### config.mk
export PLATFORM = sky130hd
export DESIGN_NAME = grc_ctrl
export DESIGN_NICKNAME = d
export VERILOG_FILES = /design/src/rtl/core/grc_pkg.sv /design/src/rtl/core/grc_ctrl.sv
export VERILOG_INCLUDE_DIRS = /design/src /design/src/rtl/core
export SDC_FILE = /design/constraint.sdc
export NUM_CORES = 1
export LEC_CHECK = 0
export BUFFER_PORTS_ARGS = -buffer_cell sky130_fd_sc_hd__buf_2
export CORE_UTILIZATION = 45
export CTS_CLUSTER_SIZE = 20
export DETAILED_ROUTE_END_ITERATION = 7
export PLACE_DENSITY_LB_ADDON = 0.25
export SKIP_LAST_GASP = 1
export SYNTH_ARGS = -nofsm -noshare
export SYNTH_HDL_FRONTEND = slang
export SYNTH_SLANG_ARGS = --single-unit
### constraint.sdc
create_clock -name aclk -period 3.9 [get_ports aclk]
set_input_delay 0.585 -clock aclk [delete_from_list [all_inputs] [get_ports aclk]]
set_output_delay 0.585 -clock aclk [all_outputs]
set_load 0.02 [all_outputs]
### src/rtl/core/grid_ray_cast_column_defines.svh
`ifndef GRID_RAY_CAST_COLUMN_DEFINES_SVH
`define GRID_RAY_CAST_COLUMN_DEFINES_SVH

// Same-cycle implication, clocked on aclk, off during reset.
`define GRC_ASSERT_IMP(lbl, ante, cons) \
    lbl: assert property (@(posedge aclk) disable iff (!aresetn) (ante) |-> (cons)) \
        else $error("grc assertion failed");

// Next-cycle implication, clocked on aclk, off during reset.
`define GRC_ASSERT_NXT(lbl, ante, cons) \
    lbl: assert property (@(posedge aclk) disable iff (!aresetn) (ante) |=> (cons)) \
        else $error("grc assertion failed");

`endif

### src/rtl/core/grc_pkg.sv
package grc_pkg;

    localparam int MAP_DIM_DEF   = 64;
    localparam int TEX_SIZE_DEF  = 64;
    localparam int MAX_STEPS_DEF = 128;

    localparam int DIV_NW = 40;
    localparam int DIV_VW = 32;

    typedef enum logic {
        OPC_WRITE = 1'b0,
        OPC_CAST  = 1'b1
    } opcode_t;

    typedef enum logic [2:0] {
        REG_PLAYER_X,
        REG_PLAYER_Y,
        REG_DIR_X,
        REG_DIR_Y,
        REG_PLANE_X,
        REG_PLANE_Y,
        REG_SCREEN_W,
        REG_SCREEN_H
    } reg_idx_t;

    typedef enum logic [4:0] {
        ST_CLEAR,
        ST_IDLE,
        ST_CAM_GO,
        ST_CAM_WAIT,
        ST_RAY_MUL,
        ST_RAY_ADD,
        ST_DX_GO,
        ST_DX_WAIT,
        ST_DY_GO,
        ST_DY_WAIT,
        ST_SIDE,
        ST_STEP,
        ST_CHECK,
        ST_PERP_GO,
        ST_PERP_WAIT,
        ST_LH_GO,
        ST_LH_WAIT,
        ST_DRAW,
        ST_TS_GO,
        ST_TS_WAIT,
        ST_FINAL,
        ST_OUT,
        ST_MISS
    } state_t;

    typedef enum logic [3:0] {
        OP_NONE,
        OP_ACCEPT,
        OP_CAM,
        OP_RAY_MUL,
        OP_RAY_ADD,
        OP_DX,
        OP_DY,
        OP_SIDE,
        OP_STEP,
        OP_PERP,
        OP_LH,
        OP_DRAW,
        OP_TSTEP,
        OP_FINAL,
        OP_OUT_HIT,
        OP_OUT_MISS
    } dp_op_t;

    typedef enum logic [2:0] {
        DIV_CAM,
        DIV_DX,
        DIV_DY,
        DIV_PERP,
        DIV_LH,
        DIV_TSTEP
    } div_sel_t;

    typedef struct packed {
        dp_op_t   op;
        logic     div_start;
        div_sel_t div_sel;
    } dp_cmd_t;

    typedef struct packed {
        logic clear_busy;
        logic div_busy;
        logic div_done;
        logic player_in;
        logic off_map;
        logic wall;
        logic step_limit;
        logic out_free;
    } dp_status_t;

endpackage

### src/rtl/core/grc_ctrl.sv
`include "grid_ray_cast_column_defines.svh"

module grc_ctrl
    import grc_pkg::*;
(
    input  logic       aclk,
    input  logic       aresetn,
    input  logic       s_valid,
    input  logic       s_opcode,
    output logic       s_ready,
    input  dp_status_t status,
    output dp_cmd_t    cmd
);

    state_t state_reg;
    state_t state_next;

    always_ff @(posedge aclk) begin
        if (!aresetn) begin
            state_reg <= ST_CLEAR;
        end else begin
            state_reg <= state_next;
        end
    end

    always_comb begin
        state_next    = state_reg;
        cmd.op        = OP_NONE;
        cmd.div_start = 1'b0;
        cmd.div_sel   = DIV_CAM;
        s_ready       = 1'b0;
        case (state_reg)
            ST_CLEAR: begin
                if (!status.clear_busy) begin
                    state_next = ST_IDLE;
                end
            end
            ST_IDLE: begin
                s_ready = 1'b1;
                if (s_valid) begin
                    cmd.op = OP_ACCEPT;
                    if (s_opcode == OPC_CAST) begin
                        state_next = ST_CAM_GO;
                    end
                end
            end
            ST_CAM_GO: begin
                cmd.div_start = 1'b1;
                cmd.div_sel   = DIV_CAM;
                state_next    = ST_CAM_WAIT;
            end
            ST_CAM_WAIT: begin
                if (status.div_done) begin
                    cmd.op     = OP_CAM;
                    state_next = ST_RAY_MUL;
                end
            end
            ST_RAY_MUL: begin
                cmd.op     = OP_RAY_MUL;
                state_next = ST_RAY_ADD;
            end
            ST_RAY_ADD: begin
                cmd.op     = OP_RAY_ADD;
                state_next = status.player_in ? ST_DX_GO : ST_MISS;
            end
            ST_DX_GO: begin
                cmd.div_start = 1'b1;
                cmd.div_sel   = DIV_DX;
                state_next    = ST_DX_WAIT;
            end
            ST_DX_WAIT: begin
                if (status.div_done) begin
                    cmd.op     = OP_DX;
                    state_next = ST_DY_GO;
                end
            end
            ST_DY_GO: begin
                cmd.div_start = 1'b1;
                cmd.div_sel   = DIV_DY;
                state_next    = ST_DY_WAIT;
            end
            ST_DY_WAIT: begin
                if (status.div_done) begin
                    cmd.op     = OP_DY;
                    state_next = ST_SIDE;
                end
            end
            ST_SIDE: begin
                cmd.op     = OP_SIDE;
                state_next = ST_STEP;
            end
            ST_STEP: begin
                cmd.op     = OP_STEP;
                state_next = ST_CHECK;
            end
            ST_CHECK: begin
                if (status.off_map) begin
                    state_next = ST_MISS;
                end else if (status.wall) begin
                    state_next = ST_PERP_GO;
                end else if (status.step_limit) begin
                    state_next = ST_MISS;
                end else begin
                    state_next = ST_STEP;
                end
            end
            ST_PERP_GO: begin
                cmd.div_start = 1'b1;
                cmd.div_sel   = DIV_PERP;
                state_next    = ST_PERP_WAIT;
            end
            ST_PERP_WAIT: begin
                if (status.div_done) begin
                    cmd.op     = OP_PERP;
                    state_next = ST_LH_GO;
                end
            end
            ST_LH_GO: begin
                cmd.div_start = 1'b1;
                cmd.div_sel   = DIV_LH;
                state_next    = ST_LH_WAIT;
            end
            ST_LH_WAIT: begin
                if (status.div_done) begin
                    cmd.op     = OP_LH;
                    state_next = ST_DRAW;
                end
            end
            ST_DRAW: begin
                cmd.op     = OP_DRAW;
                state_next = ST_TS_GO;
            end
            ST_TS_GO: begin
                cmd.div_start = 1'b1;
                cmd.div_sel   = DIV_TSTEP;
                state_next    = ST_TS_WAIT;
            end
            ST_TS_WAIT: begin
                if (status.div_done) begin
                    cmd.op     = OP_TSTEP;
                    state_next = ST_FINAL;
                end
            end
            ST_FINAL: begin
                cmd.op     = OP_FINAL;
                state_next = ST_OUT;
            end
            ST_OUT: begin
                if (status.out_free) begin
                    cmd.op     = OP_OUT_HIT;
                    state_next = ST_IDLE;
                end
            end
            ST_MISS: begin
                if (status.out_free) begin
                    cmd.op     = OP_OUT_MISS;
                    state_next = ST_IDLE;
                end
            end
            default: begin
                state_next = ST_IDLE;
            end
        endcase
    end

    `GRC_ASSERT_IMP(a_div_idle, cmd.div_start, !status.div_busy)
    `GRC_ASSERT_IMP(a_out_free, cmd.op == OP_OUT_HIT || cmd.op == OP_OUT_MISS, status.out_free)

endmodule

==> impl_metrics.json <==
{
  "status": "finished clean",
  "yosys.area.top_type_share_pct": 11.98,
  "maxSlewViolCount": 0,
  "drc_errors": 0,
  "critical_path_class": "reg -> out",
  "ff_latch_area_um2": 100.1,
  "multi_input_area_um2": 654.4,
  "clk_pin_slew_ns": 0.04,
  "clkSinkCount": 5,
  "crit_start": "state_reg[4]",
  "rsz0062_at_grt": "false",
  "drive_above_1_share_pct": 19.58,
  "worst_slew_pin_slew_ns": 0.7039,
  "post_cts_resized": 0,
  "synth-seq-cells": 5,
  "wl_per_cell_um": 12.27,
  "grt_use_total_pct": 21.96,
  "timing.rr.end": "state_reg[4]",
  "p_total_mw": 0.5829,
  "die_w_um": 45.10,
  "cts_tree": "yes",
  "p_leak_nw": 0.3940,
  "synth.largest_area_cell": "dfxtp_1",
  "largest_reg_flops": 5,
  "drv_cap": 0,
  "synth_edf_count": 0,
  "final_cell_mix": "buf_2, o21ai_0, nand2_1",
  "ys.flop_type": "dfxtp_1",
  "arrival_ns": 2.09,
  "viasPerCell": 5.935,
  "num_vias": 997,
  "cts-root-buf": "clkbuf_4",
  "start_kind": "flop",
  "synthesis.nets": 141,
  "path_cells": "nor2b_1 > o21ai_0 > nor2_1 > a31oi_1 > o211ai_1 > buf_2",
  "power.density_mw_per_mm2": 619.5,
  "die_h_um": 45.10,
  "finalHoldViolCount": 0,
  "cts_setup_buffers": 0,
  "hpwl_mm": 1.479,
  "hold_class": "reg -> reg",
  "worstPathRequired_ns": 3.31,
  "synth_cells": 129,
  "rows": 15,
  "clk_latency_ns": 0.24,
  "syn_area_per_cell_um2": 6.479,
  "worstSetupEndpointType": "output pin",
  "cp-endpoint": "cmd[7]",
  "r2r_start": "state_reg[3]",
  "ys_warn_count": 0,
  "async_flop_share_pct": 0,
  "slew-limit-headroom_pct": 53.01,
  "ir_drop_mv": 0.2141,
  "grt_pass1_vias": 774,
  "finalCriticalPeriod_ns": 2.679,
  "setup_viol": 0,
  "core_region_area_mm2": 0.001727,
  "max_freq_ghz": 0.3733,
  "grt_max_degree": 24,
  "crit_slowest_cell": "dfxtp_1",
  "synth.distinct_cells": 42,
  "n_antenna_cell": 0,
  "initial_core_util_pct": 48.41,
  "netlist_area_um2": 835.8,
  "io-pin-count": 21,
  "routabilityCongestion": 0.8537,
  "place_inst": 164,
  "r2r_cells": 6,
  "h-tree-depth": 1,
  "post-route-period-util_pct": 68.68,
  "final_common_cell": "buf_2",
  "seq_area_frac_synth_pct": 11.98,
  "grt_pass1_wl_mm": 3.387,
  "ctsHoldBuffers": 0,
  "drt-pass1-iter-count": 4,
  "fin_nets": 156,
  "portBuffers": 19,
  "slowest_delay_ns": 0.77,
  "skew_ns": 0.001479,
  "ant_nets": 0,
  "antenna_found_initial": 0,
  "timing.setup.tns_ns": 0,
  "fill_cells": 192,
  "r2r_setup_slack_ns": 1.76,
  "routed_wl_mm": 2.061,
  "cts_buffer_depth": 2,
  "dieArea_mm2": 0.002034,
  "cp_max_fo": 23,
  "numCtsBuffers": 3,
  "area_growth_pct": 12.57,
  "netlist_top_cells_area": "dfxtp_1, o21ai_0, nor2b_1, nand2_1, nor2_1",
  "fin_cells": 168,
  "drt-initial-drc-count": 30,
  "gr-total-overflow": 0
}
cell type report:
type                    count  area share (%)
repair buffers             22           12.50
flip-flops and latches      5           10.64
inverters                   3           1.197
clock buffers               4           2.793
multi-input cells         109           69.55
well taps                  25           3.324
metrics by stage:
| stage | setup WS [ns] | cell area, um2 | util [%] | hold slack, ns |
|---|---|---|---|---|
| after floorplan | 1.617 | 835.8 | - | 0.6853 |
| after global placement | 1.526 | 914.6 | 52.97 | 0.6329 |
| after detailed placement | 1.484 | 914.6 | 52.97 | 0.6533 |
| after CTS | 1.233 | 940.9 | 54.49 | 0.6450 |
| after global routing | 0.9582 | 940.9 | 54.49 | 0.6497 |
| final | 1.221 | 940.9 | 54.49 | 0.6539 |
where the power goes:
group	total, mW	internal [mW]	switching [mW]
clock	0.0597	0.0387	0.0211
combinational	0.389	0.167	0.221
sequential	0.134	0.0668	0.0676
total	0.583	0.273	0.310
worst max-delay path, delay by kind of cell, from the launching register on:
| kind | cells | cell delay [ns] |
|---|---|---|
| AND/OR/NAND/NOR | 2 | 0.49 |
| AO/OA/AOI/OAI | 3 | 0.40 |
| buffers and inverters | 1 | 0.19 |
| flip-flops | 1 | 0.77 |
synthesized netlist by cell type (2+ instances only):
cell type   n
o211a_1     2
nor3_1      2
a31oi_1     3
xor2_1      2
nor2b_1     8
buf_2       8
or3_1       3
mux2i_1     4
a21oi_1     8
and2b_1     2
o21ai_0    15
nand4_1     2
o22ai_1     3
nor2_1     12
buf_6       2
nand3_1     3
inv_1       3
nand2b_1    2
a22oi_1     3
o211ai_1    2
nand2_1    13
dfxtp_1     5
nor4_1      3
worst min-delay path by stage:
| stage | start | to | slack (ns) | cells past startpoint |
|---|---|---|---|---|
| 2_1_floorplan | state_reg[2] | state_reg[2] | 0.69 | 3 |
| 3_3_place_gp | state_reg[1] | state_reg[1] | 0.63 | 2 |
| 3_5_place_dp | state_reg[1] | state_reg[1] | 0.65 | 2 |
| 4_1_cts | aresetn | state_reg[4] | 0.65 | 2 |
| 5_1_grt | aresetn | state_reg[4] | 0.65 | 2 |
| 6_report | state_reg[1] | state_reg[1] | 0.65 | 2 |
cells by family (layout without fill, tap and decap cells):
kind of cell,count (synthesis),in the layout,synth area share [%]
buffers and inverters,15,29,9.730
DFF,5,5,11.98
AOI/OAI and AO/OA,45,45,34.28
xor gates and xnor gates,2,2,2.096
muxes,4,4,4.791
adders and majority gates,1,1,1.198
and+or+nand+nor,57,57,35.93
routing by layer:
metal  track usage, %  wire [um]
met1            31.07        974
met2            36.23        967
met3            4.800        119
met4                0          0
met5                0          0
No activity file was read; power rests on OpenSTA's default activity.
